### config.mk
export PLATFORM = sky130hd
export DESIGN_NAME = hex_frame_parser_crc_lqi_top
export DESIGN_NICKNAME = d
export VERILOG_FILES = /design/src/sv/hfp_pkg.sv /design/src/sv/hex_frame_parser_crc_lqi_top.sv /design/src/sv/hfp_parse.sv /design/src/sv/hfp_rsp_fifo.sv
export SDC_FILE = /design/constraint.sdc
export NUM_CORES = 1
export LEC_CHECK = 0
export BUFFER_PORTS_ARGS = -buffer_cell sky130_fd_sc_hd__buf_2
export CORE_AREA = 2 2 152 95
export DETAILED_ROUTE_END_ITERATION = 10
export DIE_AREA = 0 0 154 97
export GPL_ROUTABILITY_DRIVEN = 0
export PLACE_DENSITY = 0.71
export SETUP_SLACK_MARGIN = 0.3
export SYNTH_ARGS = -nofsm -noshare
export SYNTH_HDL_FRONTEND = slang
export SYNTH_HIERARCHICAL = 1
export SYNTH_SLANG_ARGS = --single-unit
### constraint.sdc
create_clock -name clock -period 5.3 [get_ports clock]
set_input_delay 0.265 -clock clock [delete_from_list [all_inputs] [get_ports clock]]
set_output_delay 0.265 -clock clock [all_outputs]
set_load 0.01 [all_outputs]
### src/sv/hfp_pkg.sv
`timescale 1ns / 1ps
// ----------------------------------------------------------------------------
// Hex frame parser package
// Shared types, codes and helper functions for the hex frame parser.
// ----------------------------------------------------------------------------
package hfp_pkg;

   localparam int MAX_FRAME_BYTES_DEF = 127;

   localparam int RSP_DEPTH = 4;
   localparam int RSP_PTR_W = $clog2(RSP_DEPTH);
   localparam int RSP_CNT_W = $clog2(RSP_DEPTH + 1);

   localparam logic [7:0]  CHAR_SPACE = 8'h20;
   localparam logic [7:0]  CHAR_CLOSE = 8'h5D;
   localparam logic [15:0] CRC_POLY   = 16'h8408;
   localparam logic [7:0]  LINK_DEF   = 8'hFF;

   typedef enum logic [3:0] {
      PH_IDLE,
      PH_LEN,
      PH_SEP,
      PH_BYTE,
      PH_GAP,
      PH_T1,
      PH_T1END,
      PH_RSSI,
      PH_GAP2,
      PH_STATUS,
      PH_CLOSE
   } phase_type;

   typedef enum logic [1:0] {
      ERR_OK     = 2'd0,
      ERR_LENGTH = 2'd1,
      ERR_SYNTAX = 2'd2,
      ERR_STATUS = 2'd3
   } err_type;

   typedef struct packed {
      logic [7:0] data_byte;
      logic       byte_valid;
      logic       last;
      err_type    error_code;
   } rsp_type;

   typedef struct packed {
      logic [1:0] count;
      rsp_type    first;
      rsp_type    second;
   } push_type;

   typedef struct packed {
      logic       ok;
      logic [3:0] nibble;
   } hex_type;

   function automatic hex_type hex_decode(input logic [7:0] c);
      hex_type h;
      h.ok     = 1'b1;
      h.nibble = 4'd0;
      if (c >= 8'h30 && c <= 8'h39) begin
         h.nibble = 4'(c - 8'h30);
      end else if (c >= 8'h61 && c <= 8'h66) begin
         h.nibble = 4'(c - 8'h57);
      end else if (c >= 8'h41 && c <= 8'h46) begin
         h.nibble = 4'(c - 8'h37);
      end else begin
         h.ok = 1'b0;
      end
      return h;
   endfunction

   function automatic logic [15:0] crc_byte(input logic [15:0] crc, input logic [7:0] b);
      logic [15:0] c;
      c = crc ^ {8'h00, b};
      for (int k = 0; k < 8; k++) begin
         c = c[0] ? ((c >> 1) ^ CRC_POLY) : (c >> 1);
      end
      return c;
   endfunction

   function automatic rsp_type end_word(input err_type err);
      rsp_type r;
      r.data_byte  = 8'h00;
      r.byte_valid = 1'b0;
      r.last       = 1'b1;
      r.error_code = err;
      return r;
   endfunction

endpackage

### src/sv/hex_frame_parser_crc_lqi_top.sv
`timescale 1ns / 1ps
// ----------------------------------------------------------------------------
// Hex frame parser with CRC check and LQI/RSSI packing
// Parses the ASCII hex text of a captured radio frame and emits its bytes.
// ----------------------------------------------------------------------------
// The request channel carries one text character per word, with line_start
// marking the first character of a frame. The response channel carries one
// result word per handshake: a frame byte, the substituted RSSI and LQI bytes,
// or a closing word with an error code.
// A character is parsed in the cycle it is accepted; its results enter the
// result queue in the next cycle and reach the response channel behind older words.
// While req_stall is low the block takes one character per cycle. A character
// that closes a frame of length two or more yields two result words, and the
// four-entry result queue drains one word per cycle while rsp_stall is low.
// req_stall rises when fewer than two queue entries are free, which happens
// only while the receiver holds rsp_stall or after a burst of closing words.
// While stalled, the head word holds steady on the response ports.
// Reset empties the queue and returns the parser to idle, where characters
// are ignored until line_start is seen.
// ----------------------------------------------------------------------------
module hex_frame_parser_crc_lqi_top #(
   parameter int MAX_FRAME_BYTES = hfp_pkg::MAX_FRAME_BYTES_DEF
) (
   input  logic       clock,
   input  logic       reset,
   input  logic       req_valid,
   output logic       req_stall,
   input  logic [7:0] req_in_char,
   input  logic       req_line_start,
   output logic       rsp_valid,
   input  logic       rsp_stall,
   output logic [7:0] rsp_data_byte,
   output logic       rsp_byte_valid,
   output logic       rsp_last,
   output logic [1:0] rsp_error_code
);
   import hfp_pkg::*;

   logic     take;
   logic     room;
   logic     not_empty;
   push_type push;
   rsp_type  head;

   assign req_stall = !room;
   assign take      = req_valid && room;

   hfp_parse #(
      .MAX_FRAME_BYTES(MAX_FRAME_BYTES)
   ) u_parse (
      .clock      (clock),
      .reset      (reset),
      .take       (take),
      .in_char    (req_in_char),
      .line_start (req_line_start),
      .push       (push)
   );

   hfp_rsp_fifo u_fifo (
      .clock     (clock),
      .reset     (reset),
      .push      (take ? push : push_type'('0)),
      .pop       (not_empty && !rsp_stall),
      .room      (room),
      .not_empty (not_empty),
      .head      (head)
   );

   assign rsp_valid      = not_empty;
   assign rsp_data_byte  = head.data_byte;
   assign rsp_byte_valid = head.byte_valid;
   assign rsp_last       = head.last;
   assign rsp_error_code = head.error_code;

endmodule

### src/sv/hfp_parse.sv
`timescale 1ns / 1ps
// ----------------------------------------------------------------------------
// Hex frame parser core
// Decodes one character per accepted word, keeps the frame state and the
// running CRC, and produces zero, one or two result words.
// ----------------------------------------------------------------------------
module hfp_parse #(
   parameter int MAX_FRAME_BYTES = hfp_pkg::MAX_FRAME_BYTES_DEF
) (
   input  logic             clock,
   input  logic             reset,
   input  logic             take,
   input  logic [7:0]       in_char,
   input  logic             line_start,
   output hfp_pkg::push_type push
);
   import hfp_pkg::*;

   localparam int         LW    = $clog2(MAX_FRAME_BYTES + 1);
   localparam logic [7:0] MAX_V = 8'(MAX_FRAME_BYTES);

   phase_type   phase_ff, phase_in, cur_phase;
   logic [LW-1:0] fl_ff, fl_in, cur_fl;
   logic [LW-1:0] bc_ff, bc_in, cur_bc;
   logic [LW:0]   bc_next;
   logic [15:0] crc_ff, crc_in, cur_crc;
   logic [3:0]  hn_ff, hn_in, cur_hn;
   logic        dp_ff, dp_in, cur_dp;
   logic [7:0]  lqi_ff, lqi_in, cur_lqi;
   logic [7:0]  rssi_ff, rssi_in, cur_rssi;
   logic        st_ff, st_in, cur_st;
   hex_type     hx;
   logic [7:0]  v;
   logic [7:0]  fin_lqi;
   logic        held;
   push_type    fin;

   always_comb begin
      if (line_start) begin
         cur_phase = PH_LEN;
         cur_fl    = '0;
         cur_bc    = '0;
         cur_crc   = '0;
         cur_hn    = '0;
         cur_dp    = 1'b0;
         cur_lqi   = LINK_DEF;
         cur_rssi  = LINK_DEF;
         cur_st    = 1'b0;
      end else begin
         cur_phase = phase_ff;
         cur_fl    = fl_ff;
         cur_bc    = bc_ff;
         cur_crc   = crc_ff;
         cur_hn    = hn_ff;
         cur_dp    = dp_ff;
         cur_lqi   = lqi_ff;
         cur_rssi  = rssi_ff;
         cur_st    = st_ff;
      end
   end

   assign hx      = hex_decode(in_char);
   assign v       = {cur_hn, hx.nibble};
   assign bc_next = {1'b0, cur_bc} + (LW + 1)'(1);
   assign held    = (cur_fl >= LW'(2)) && (cur_bc >= cur_fl - LW'(2));
   assign fin_lqi = (cur_phase == PH_T1END) ? LINK_DEF : cur_lqi;

   always_comb begin
      fin = '0;
      if (cur_fl >= LW'(2)) begin
         fin.count             = 2'd2;
         fin.first.data_byte   = cur_rssi;
         fin.first.byte_valid  = 1'b1;
         fin.first.error_code  = ERR_OK;
         fin.second.data_byte  = {(cur_crc == 16'h0000), fin_lqi[6:0]};
         fin.second.byte_valid = 1'b1;
         fin.second.last       = 1'b1;
         fin.second.error_code = ERR_OK;
      end else begin
         fin.count = 2'd1;
         fin.first = end_word(ERR_OK);
      end
   end

   always_comb begin
      phase_in = cur_phase;
      fl_in    = cur_fl;
      bc_in    = cur_bc;
      crc_in   = cur_crc;
      hn_in    = cur_hn;
      dp_in    = cur_dp;
      lqi_in   = cur_lqi;
      rssi_in  = cur_rssi;
      st_in    = cur_st;
      push     = '0;
      unique case (cur_phase)
         PH_SEP: begin
            if (in_char != CHAR_SPACE) begin
               phase_in   = PH_IDLE;
               push.count = 2'd1;
               push.first = end_word(ERR_SYNTAX);
            end else begin
               phase_in = PH_BYTE;
            end
         end
         PH_GAP: begin
            phase_in = PH_T1;
         end
         PH_GAP2: begin
            phase_in = PH_STATUS;
         end
         PH_T1END: begin
            if (in_char == CHAR_CLOSE) begin
               phase_in = PH_IDLE;
               if (!cur_lqi[0]) begin
                  push.count = 2'd1;
                  push.first = end_word(ERR_STATUS);
               end else begin
                  lqi_in = LINK_DEF;
                  push   = fin;
               end
            end else begin
               phase_in = PH_RSSI;
            end
         end
         PH_CLOSE: begin
            phase_in = PH_IDLE;
            if (in_char != CHAR_CLOSE) begin
               push.count = 2'd1;
               push.first = end_word(ERR_SYNTAX);
            end else if (cur_st) begin
               push.count = 2'd1;
               push.first = end_word(ERR_STATUS);
            end else begin
               push = fin;
            end
         end
         PH_LEN, PH_BYTE, PH_T1, PH_RSSI, PH_STATUS: begin
            if (!hx.ok) begin
               phase_in   = PH_IDLE;
               push.count = 2'd1;
               push.first = end_word(ERR_SYNTAX);
            end else if (!cur_dp) begin
               hn_in = hx.nibble;
               dp_in = 1'b1;
            end else begin
               dp_in = 1'b0;
               case (cur_phase)
                  PH_LEN: begin
                     if (v > MAX_V) begin
                        phase_in   = PH_IDLE;
                        push.count = 2'd1;
                        push.first = end_word(ERR_LENGTH);
                     end else begin
                        fl_in    = LW'(v);
                        bc_in    = '0;
                        phase_in = (v != 8'h00) ? PH_SEP : PH_GAP;
                     end
                  end
                  PH_BYTE: begin
                     crc_in   = crc_byte(cur_crc, v);
                     bc_in    = bc_next[LW-1:0];
                     phase_in = (bc_next >= {1'b0, cur_fl}) ? PH_GAP : PH_SEP;
                     if (!held) begin
                        push.count            = 2'd1;
                        push.first.data_byte  = v;
                        push.first.byte_valid = 1'b1;
                        push.first.error_code = ERR_OK;
                     end
                  end
                  PH_T1: begin
                     lqi_in   = v;
                     phase_in = PH_T1END;
                  end
                  PH_RSSI: begin
                     rssi_in  = v;
                     phase_in = PH_GAP2;
                  end
                  default: begin
                     st_in    = v[0];
                     phase_in = PH_CLOSE;
                  end
               endcase
            end
         end
         default: begin
         end
      endcase
   end

   always_ff @(posedge clock) begin
      if (reset) begin
         phase_ff <= PH_IDLE;
         fl_ff    <= '0;
         bc_ff    <= '0;
         crc_ff   <= '0;
         hn_ff    <= '0;
         dp_ff    <= 1'b0;
         lqi_ff   <= LINK_DEF;
         rssi_ff  <= LINK_DEF;
         st_ff    <= 1'b0;
      end else if (take) begin
         phase_ff <= phase_in;
         fl_ff    <= fl_in;
         bc_ff    <= bc_in;
         crc_ff   <= crc_in;
         hn_ff    <= hn_in;
         dp_ff    <= dp_in;
         lqi_ff   <= lqi_in;
         rssi_ff  <= rssi_in;
         st_ff    <= st_in;
      end
   end

endmodule

### src/sv/hfp_rsp_fifo.sv
`timescale 1ns / 1ps
// ----------------------------------------------------------------------------
// Hex frame parser result queue
// Small queue that takes up to two result words per cycle and hands out one per cycle while pop is high.
// ----------------------------------------------------------------------------
module hfp_rsp_fifo (
   input  logic              clock,
   input  logic              reset,
   input  hfp_pkg::push_type push,
   input  logic              pop,
   output logic              room,
   output logic              not_empty,
   output hfp_pkg::rsp_type  head
);
   import hfp_pkg::*;

   rsp_type              mem_ff [RSP_DEPTH];
   logic [RSP_PTR_W-1:0] wr_ff, wr_in, rd_ff, rd_in;
   logic [RSP_CNT_W-1:0] cnt_ff, cnt_in;
   logic [RSP_PTR_W-1:0] wr_next;

   assign wr_next   = wr_ff + RSP_PTR_W'(1);
   assign wr_in     = wr_ff + RSP_PTR_W'(push.count);
   assign rd_in     = rd_ff + RSP_PTR_W'(pop);
   assign cnt_in    = cnt_ff + RSP_CNT_W'(push.count) - RSP_CNT_W'(pop);
   assign room      = cnt_ff <= RSP_CNT_W'(RSP_DEPTH - 2);
   assign not_empty = cnt_ff != '0;
   assign head      = mem_ff[rd_ff];

   always_ff @(posedge clock) begin
      if (push.count != 2'd0) begin
         mem_ff[wr_ff] <= push.first;
      end
      if (push.count == 2'd2) begin
         mem_ff[wr_next] <= push.second;
      end
   end

   always_ff @(posedge clock) begin
      if (reset) begin
         wr_ff  <= '0;
         rd_ff  <= '0;
         cnt_ff <= '0;
      end else begin
         wr_ff  <= wr_in;
         rd_ff  <= rd_in;
         cnt_ff <= cnt_in;
      end
   end

endmodule

==> metrics.csv <==
metric;value;unit
fin_hold_ws;356;ps
max_freq;240;MHz
synth_edf_count;48;
tns;0;ps
post_cts_resized;0;
hold_buffers;0;
final_nets;756;
antenna_found_initial;0;
final_area;7780;um^2
dp.cells;882;
grt_max_degree;38;
setup_violations;0;
ios;27;
synthDistinctLibCells;90;
synth_seq_cells;110;
coreArea;13400;um^2
worst_slack;1140;ps
reg2reg_depth;9;
drv_cap;0;
route.detailed.drc;0;
root_buffer;clkbuf_16;
r2r_start;u_parse/phase_ff[2]$_SDFFE_PP0P_;
status;completed;
cts-htree-levels;3;
multi_input_area;4280;um^2
overflow;0;
dr.pass1.iters;6;
yosysTopAreaCellShare;19.7;%
drt_iter0_markers;742;
stdcell_count;898;
cts-buffers-inserted;9;
synthArstFlopShare;0;%
worstHoldStart;req_in_char[0];
maxSlewHeadroom;8.91;%
synth_warnings;6;
hpwl;13400;um
initial_core_util;54.5;%
hold_violations;0;
cp-startpoint;req_line_start;
grt_pass1_vias;5427;
cts_tree;yes;
syn_inst;714;
vias;5755;
crit_arrival;4130;ps
finalCriticalPeriod;4160;ps
die_w;154;um
synth_seq_area_share;36.7;%
worstPathMaxFanout;24;
portBuffers;26;
cts.clk_slew.worst_paths;80;ps
ant_nets;0;
p_leak;3.10;nW
area_delta_synth_final;6.36;%
cts_max_path_buffers;2;
insertion_delay;360;ps
hold_class;primary input to flop;
grt_pass1_wl;29800;um
peakVddDrop;0.211;mV
die_h;97;um
dieArea;14900;um^2
cts.sinks;110;
worst_pin_slew;1330;ps
synth_top_area_cell;edfxtp_1;
skew;10.3;ps
grtUsageTotal;25.2;%
fin_util;58.0;%
cts_setup_buffers;0;
fin_crit_sh;78.5;%
drive_above_1_share;20.5;%
design_power_total;2.21;mW
routed_wl;18500;um
n_fill_cell;1115;
pwr_density_cell;284;nW/um^2
regArea;2680;um^2
hold_depth;3;
rsz0062_at_grt;no;
endpoint_kind;flop;
synth.area.top_cells;edfxtp_1, dfxtp_1, mux2_4;
diodes;0;
pre_cts_ws;921;ps
placementRows;33;
syn_area;7310;um^2
vias_per_cell;6.41;
wl_per_cell;20.6;um
synth_ff_type;dfxtp_1;
start_kind;primary input;
path_class;primary input to flop;
dpl_cell_area;7470;um^2
worstPathRequired;5270;ps
slew_violations;0;
synth.avg_cell_area;10.2;um^2
cell families after synthesis:
family / count (synthesis) / synth area share (%)
buffers and inverters: 67 / 4.94
and+or+nand+nor: 253 / 19.1
xor gates and xnor gates: 47 / 6.29
DFF: 110 / 36.7
other: 1 / 0.0513
AOI/OAI and AO/OA: 148 / 15.1
adders and majority gates: 25 / 4.38
muxes: 63 / 13.5
worst paths after layout:
kind                                     endpoint  slack, ps
hold / removal    u_parse/rssi_ff[0]$_SDFFE_PP1P_        360
setup reg to reg    u_fifo/mem_ff[0][2]$_DFFE_PP_       1280
setup / recovery    u_fifo/mem_ff[0][2]$_DFFE_PP_       1140
hold reg to reg    u_parse/lqi_ff[2]$_SDFFE_PP1P_        470
registers in the layout, indices dropped and copies added, names as in the netlist:
signal	cells
u_fifo/cnt_ff	3
u_fifo/mem_ff	48
u_fifo/rd_ff	2
u_fifo/wr_ff	2
u_parse/bc_ff	7
u_parse/crc_ff	16
u_parse/dp_ff	1
u_parse/fl_ff	7
u_parse/hn_ff	4
u_parse/lqi_ff	7
u_parse/phase_ff	4
u_parse/rssi_ff	8
u_parse/st_ff	1
layer usage:
metal	vias up	GRT usage, %	wire, um
met1	2790	38.8	8780
li1	2644	-	-
met5	-	0	0
met3	29	5.60	1750
met2	292	35.2	7690
met4	0	6.54	290
worst max-delay path: stages:
cell and delay, ps:
buf_2 360, inv_1 250, nand2_1 240, nand3_1 160
xnor2_1 160, ha_1 300, a21o_1 190, a211oi_1 320
a21oi_1 120, buf_4 190, o21bai_1 130, and3_1 390
nor2_1 130, o31ai_2 930
cell usage after synthesis (3+ instances only):
cell,number
ha_1,24
nor4_1,9
xnor2_1,32
nor2b_1,22
nor3_1,7
o31ai_1,3
a32oi_1,6
xnor3_1,3
nor2_1,76
and3_1,21
clkbuf_1,18
edfxtp_1,48
o22a_1,6
a22o_1,5
xor2_1,11
a211oi_1,8
nand4_1,3
mux2_2,11
or3_1,6
nand2b_1,10
inv_1,24
buf_4,4
o21bai_1,3
o32ai_1,4
o21ai_1,5
o21ai_0,23
o211ai_1,5
and2_1,6
mux4_2,12
a31oi_1,3
o32a_1,5
a21oi_1,23
nand2_1,45
dfxtp_1,62
and3_2,8
a21o_1,5
mux2_4,38
o22ai_1,4
buf_6,9
buf_2,9
or2_2,3
nand3_1,15
a22oi_1,9
power breakdown:
group          internal (mW)  switching [mW]
sequential             0.929          0.0702
clock                  0.341           0.361
combinational          0.236           0.274
layout by cell type, fill, tap and decap left out, drive strengths merged, types with 7 or more instances in the layout:
cell type	instances
xnor2	33
nor2b	22
nor2	76
mux4	12
and2	7
nand2	46
nand3	16
dfxtp	62
and3	30
buf	35
o21ai	29
nor4	9
o211ai	7
nor3	7
mux2	49
inv	27
ha	24
edfxtp	48
a22oi	9
clkbuf	9
a211oi	8
xor2	11
nand2b	10
a21oi	25
cell type report:
type / instances / share of cell area [%]
Clock buffer: 9 / 2.89
Clock inverter: 7 / 1.11
Inverter: 24 / 1.16
Multi-Input combinational cell: 538 / 55.0
Sequential cell: 110 / 34.5
Tap cell: 175 / 2.81
Timing Repair Buffer: 35 / 2.54
No activity file was read; power rests on OpenSTA's default activity.
